### config.mk
export PLATFORM = sky130hd
export DESIGN_NAME = kst_cell
export DESIGN_NICKNAME = d
export VERILOG_FILES = /design/src/rtl/keyed_slot_table_macros.svh /design/src/rtl/kst_pkg.sv /design/src/rtl/kst_cell.sv
export SDC_FILE = /design/constraint.sdc
export NUM_CORES = 1
export LEC_CHECK = 0
export BUFFER_PORTS_ARGS = -buffer_cell sky130_fd_sc_hd__buf_2
export CAP_MARGIN = 20
export CORE_ASPECT_RATIO = 1.1
export CORE_MARGIN = 1.5
export CORE_UTILIZATION = 45
export DETAILED_ROUTE_END_ITERATION = 7
export HOLD_SLACK_MARGIN = 0.12
export PLACE_DENSITY = 0.82
export SLEW_MARGIN = 20
export SYNTH_ARGS = -nofsm -noshare
export SYNTH_HDL_FRONTEND = slang
export SYNTH_SLANG_ARGS = --single-unit
### constraint.sdc
create_clock -name clk_i -period 1.6 [get_ports clk_i]
set_input_delay 0.24 -clock clk_i [delete_from_list [all_inputs] [get_ports clk_i]]
set_output_delay 0.24 -clock clk_i [all_outputs]
set_load 0.02 [all_outputs]
### src/rtl/keyed_slot_table_macros.svh
// Assertion macros for the table RTL.
`ifndef KEYED_SLOT_TABLE_MACROS_SVH
`define KEYED_SLOT_TABLE_MACROS_SVH
`ifndef NO_ASSERTIONS
`define KST_ASSERT(lbl, clk, rstn, prop, msg) \
  lbl: assert property (@(posedge clk) disable iff (!rstn) prop) else $error(msg);
`define KST_ASSERT_ALWAYS(lbl, clk, prop, msg) \
  lbl: assert property (@(posedge clk) prop) else $error(msg);
`else
`define KST_ASSERT(lbl, clk, rstn, prop, msg)
`define KST_ASSERT_ALWAYS(lbl, clk, prop, msg)
`endif
`endif

### src/rtl/kst_pkg.sv
package kst_pkg;

  localparam int REQ_W  = 3;
  localparam int KEY_W  = 31;
  localparam int HDL_W  = 32;
  localparam int SLOT_W = 5;
  localparam int CNT_W  = 6;

  localparam logic [CNT_W-1:0] MAX_RESULTS = 6'd32;

  localparam logic [REQ_W-1:0] REQ_INSERT = 3'd0;
  localparam logic [REQ_W-1:0] REQ_MODIFY = 3'd1;
  localparam logic [REQ_W-1:0] REQ_REMOVE = 3'd2;
  localparam logic [REQ_W-1:0] REQ_LOOKUP = 3'd3;
  localparam logic [REQ_W-1:0] REQ_CLEAR  = 3'd4;

  typedef enum logic [2:0] {
    OP_NONE,
    OP_CMP_KEY,
    OP_CMP_OCC,
    OP_INSERT,
    OP_MODIFY,
    OP_FREE,
    OP_MARK
  } cell_op_e;

  // Broadcast to every cell.
  typedef struct packed {
    cell_op_e           op;
    logic               src_mark;
    logic [KEY_W-1:0]   key;
    logic [HDL_W-1:0]   hdl;
  } kst_cmd_t;

  // Passed from each cell to the next one up.
  typedef struct packed {
    logic               taken;
    logic               occ;
    logic [HDL_W-1:0]   hdl;
  } kst_link_t;

endpackage

### src/rtl/kst_cell.sv
module kst_cell
  import kst_pkg::*;
#(
  parameter int IdxW = 5,
  parameter int Idx  = 0
) (
  input  logic            clk_i,
  input  logic            rst_ni,
  input  kst_cmd_t        cmd_i,
  input  kst_link_t       link_i,
  output kst_link_t       link_o,
  input  logic [IdxW-1:0] idx_i,
  output logic [IdxW-1:0] idx_o,
  output logic            sel_o,
  output logic            mark_o
);

  logic [KEY_W-1:0] key_q, key_d;
  logic [HDL_W-1:0] hdl_q, hdl_d;
  logic             hit_q, hit_d;
  logic             mark_q, mark_d;
  logic             cand;
  logic             sel;

  // Lowest candidate wins: a lower cell that is a candidate takes the chain.
  assign cand = cmd_i.src_mark ? mark_q : hit_q;
  assign sel  = cand & ~link_i.taken;

  always_comb begin
    key_d  = key_q;
    hdl_d  = hdl_q;
    hit_d  = hit_q;
    mark_d = mark_q;
    case (cmd_i.op)
      OP_CMP_KEY: hit_d = (key_q == cmd_i.key);
      OP_CMP_OCC: hit_d = (key_q != '0);
      OP_INSERT: begin
        if (sel) begin
          key_d = cmd_i.key;
          hdl_d = cmd_i.hdl;
        end
      end
      OP_MODIFY: begin
        if (sel) hdl_d = cmd_i.hdl;
      end
      OP_FREE: begin
        if (sel) begin
          key_d  = '0;
          hdl_d  = '0;
          mark_d = 1'b0;
        end
      end
      OP_MARK: begin
        if (sel) begin
          hit_d  = 1'b0;
          mark_d = 1'b1;
        end
      end
      default: ;
    endcase
  end

  assign link_o.taken = link_i.taken | cand;
  assign link_o.occ   = link_i.occ | (key_d != '0);
  assign link_o.hdl   = link_i.hdl | (sel ? hdl_q : '0);
  assign idx_o        = idx_i | (sel ? IdxW'(Idx) : '0);
  assign sel_o        = sel;
  assign mark_o       = mark_q;

  always_ff @(posedge clk_i or negedge rst_ni) begin
    if (!rst_ni) begin
      key_q  <= '0;
      hdl_q  <= '0;
      hit_q  <= 1'b0;
      mark_q <= 1'b0;
    end else begin
      key_q  <= key_d;
      hdl_q  <= hdl_d;
      hit_q  <= hit_d;
      mark_q <= mark_d;
    end
  end

endmodule

==> results.tsv <==
metric	value	unit
P_sw	1.73	mW
Hold EP	hdl_q[27]	
via count	3217	
period utilization	1.15	
critical register-to-register path endpoint	hit_q	
CP delay by family, top	simple AND/OR/NAND/NOR gates	
number of H-tree levels	3	
Period minus WS final	1.84	ns
CTS tree	yes	
Seq/Total Area, Yosys	0.477	
PwrDens	1180	nW/µm²
largest cells by area after synthesis	dfrtp_1 48%, xor2_1 8.2%, nand2_1 7.4%	
drt initial violations	142	
Setup WS pre-CTS	0.0140	ns
DRC violations left	0	
worst-skew pair later-pin latency	0.34	ns
Core Util, Final	0.648	
Synth top cells by count	67 x nand2_1, 65 x dfrtp_1, 32 x a21o_1, 32 x xor2_1, 28 x a22o_1	
Worst R2R Start	key_q[20]	
WP buf/inv	1	
Routed Antenna Nets	0	
Clock Skews	0.00950	ns
routability cong.	0.934	
GRT Residual Overflow	0	
r2r worst-path depth	6	
WL/cell	16.0	µm
layout cells sized above 1	0.395	
Cell Area, Synth	3410	µm²
Layout area overhead	40.3	%
placement row count	33	
largest area contributor in the synthesized netlist	dfrtp_1	
Clock Tree Buf Depth	2	
Post-synth EDFFs	0	
starting density of the core	0.462	
ys async rst share	1.00	
Netlist cell types	33	
Mapped Avg Cell Area	10.0	µm²
Core ar.	7390	µm²
Post-Syn Nets	449	
largest net degree at the start of global routing	65	
final wirelength	9310	µm
Seq pwr share	0.417	
Max stage delay on crit path	0.41	ns
Yosys top cell area share	0.477	
boundary pin count	149	
Clock Sinks	65	
count leader, synth	nand2_1	
Setup WS post-layout	-0.244	ns
Internal Power	3.90	mW
number of buffers added on ports	138	
Final Total Pwr	5.63	mW
Fin. Hold Viols	0	
final setup TNS	-5.30	ns
diodes inserted	0	
failing checks	setup timing	
kind of critical path	reg -> out	
f_max	0.542	GHz
Top FF cell, synth	dfrtp_1	
CP Cell Sequence	nor4_1, nand4_1, nor2_2, o21ai_2, buf_6	
critical path required time	1.36	ns
clock power share	0.299	
die footprint	8110	µm²
first-pass GRT wire length	14700	µm
Detail Placement HPWL	6650	µm
Pins Over Slew Limit	0	
initial antenna violation count	0	
critical path fanouts, max	3	
vias per cell	5.52	
CTS buffer count	9	
final net count	599	
FF-to-FF setup slack	0.07	ns
Setup-failing EPs final	34	
area taken by flip-flops and latches	1630	µm²
Layout fillers	549	
worst hold start	cmd_i[27]	
outcome	complete, but fails checks	
hold_ws	0.128	ns
DR pass1 iterations	4	
crit path DAT	1.60	ns
Post-Synthesis Cells	341	
worst min-delay path category	in -> reg	
vias in the first global route	3075	
Slowest-stage cell, CP	dfrtp_1	
Slew HR	0.706	
maxcap violations	0	
VDD IR max	678	µV
Gate power share	0.284	
die span in x	86.0	µm
worst hold path depth	3	
crit path launch type	flop	
Clock Tree Root	clkbuf_8	
unrepaired setup endpoints after global routing	yes	
flops & latches, synth	65	
die height	94.3	µm
Worst-path clk slew	0.08	ns
synth warn	0	
Slew @ Worst Pin	0.442	ns
Multi-input gate area	1620	µm²
CP endpoint kind	output port	
switching share of power	0.307	
P_leak	2.55	nW
total routing usage reported by global routing	0.233	
## timing repair
item                                    in CTS  in global routing
endpoints found under the setup margin      35                 59
hold endpoints to repair                    16                  1
buffers inserted                             1                  3
pin swaps                                    1                  5
gates resized for setup                     69                 12
cloned                                       0                  0
hold buffers                                 3                  1
## cell families (layout without fill, tap and decap cells)
family,Yosys count,in the layout,synth area share
AOI/OAI and AO/OA,105,105,0.224
xor gates and xnor gates,32,32,0.0821
buffers and inverters,30,185,0.0642
DFF,65,65,0.477
muxes,1,1,0.00293
and+or+nand+nor,108,108,0.150
## layout make-up
| cell class | count | area share |
|---|---|---|
| clock buffer | 9 | 0.0259 |
| clock inverter | 7 | 0.0248 |
| inverter | 4 | 0.00314 |
| multi-input combinational | 246 | 0.339 |
| sequential | 65 | 0.340 |
| tap | 87 | 0.0227 |
| timing repair buffer | 165 | 0.244 |
## registers in the layout (all words and copies together), names as in the netlist
| name | count |
|---|---|
| hdl_q | 32 |
| key_q | 31 |
| hit_q | 1 |
| mark_o | 1 |
## cell usage in the layout (no fill, tap or decap), drive strengths merged, types with 3 or more instances in the layout
cell type,Yosys,final
nand2,67,67
nor2,4,4
a22o,31,31
a21o,32,32
bufinv,0,3
o21ai,36,36
dfrtp,65,65
xor2,32,32
inv,4,4
nand4,6,6
clkbuf,2,9
nor3,3,3
buf,24,161
nor4,23,23
dlygate4sd3,0,4
## tightest hold or removal path: cells and delay by family
family                 cells  cell delay (ns)
AND/OR/NAND/NOR            1             0.04
buffers and inverters      1             0.10
AO/OA/AOI/OAI              1             0.06
## how the worst max path moves through the flow
stage          startpoint          to  slack, ns  cells after the start
2_1_floorplan      mark_o  link_o[32]      -0.02                      6
5_1_grt         key_q[20]  link_o[32]      -0.38                      5
3_3_place_gp    cmd_i[63]  link_o[32]       0.05                      7
3_5_place_dp    cmd_i[63]    hdl_q[6]       0.01                      8
4_1_cts            mark_o  link_o[32]      -0.25                      6
6_report        key_q[20]  link_o[32]      -0.24                      5
## power by group through the flow
| stage | combinational [mW] | clock (mW) | sequential, mW |
|---|---|---|---|
| floorplan | 0.903 | 0 | 2.29 |
| global placement | 1.35 | 0 | 2.34 |
| detailed placement | 1.39 | 0 | 2.36 |
| CTS | 1.55 | 1.72 | 2.33 |
| global route | 1.75 | 1.81 | 2.40 |
| finish | 1.60 | 1.68 | 2.35 |
## metal layers
layer	up-vias	part of all wire	global-route usage
met5	-	0	0
met4	0	0.028	0.106
met1	1524	0.42	0.292
li1	1512	-	-
met2	157	0.48	0.383
met3	24	0.075	0.0527
## stage by stage
| step | instances | area, µm² |
|---|---|---|
| after global routing | 583 | 4790 |
| after floorplan | 341 | 3420 |
| final | 583 | 4790 |
| after CTS | 579 | 4700 |
| after global placement | 559 | 4200 |
| after detailed placement | 559 | 4200 |
Power figures use the tool's default switching activity.
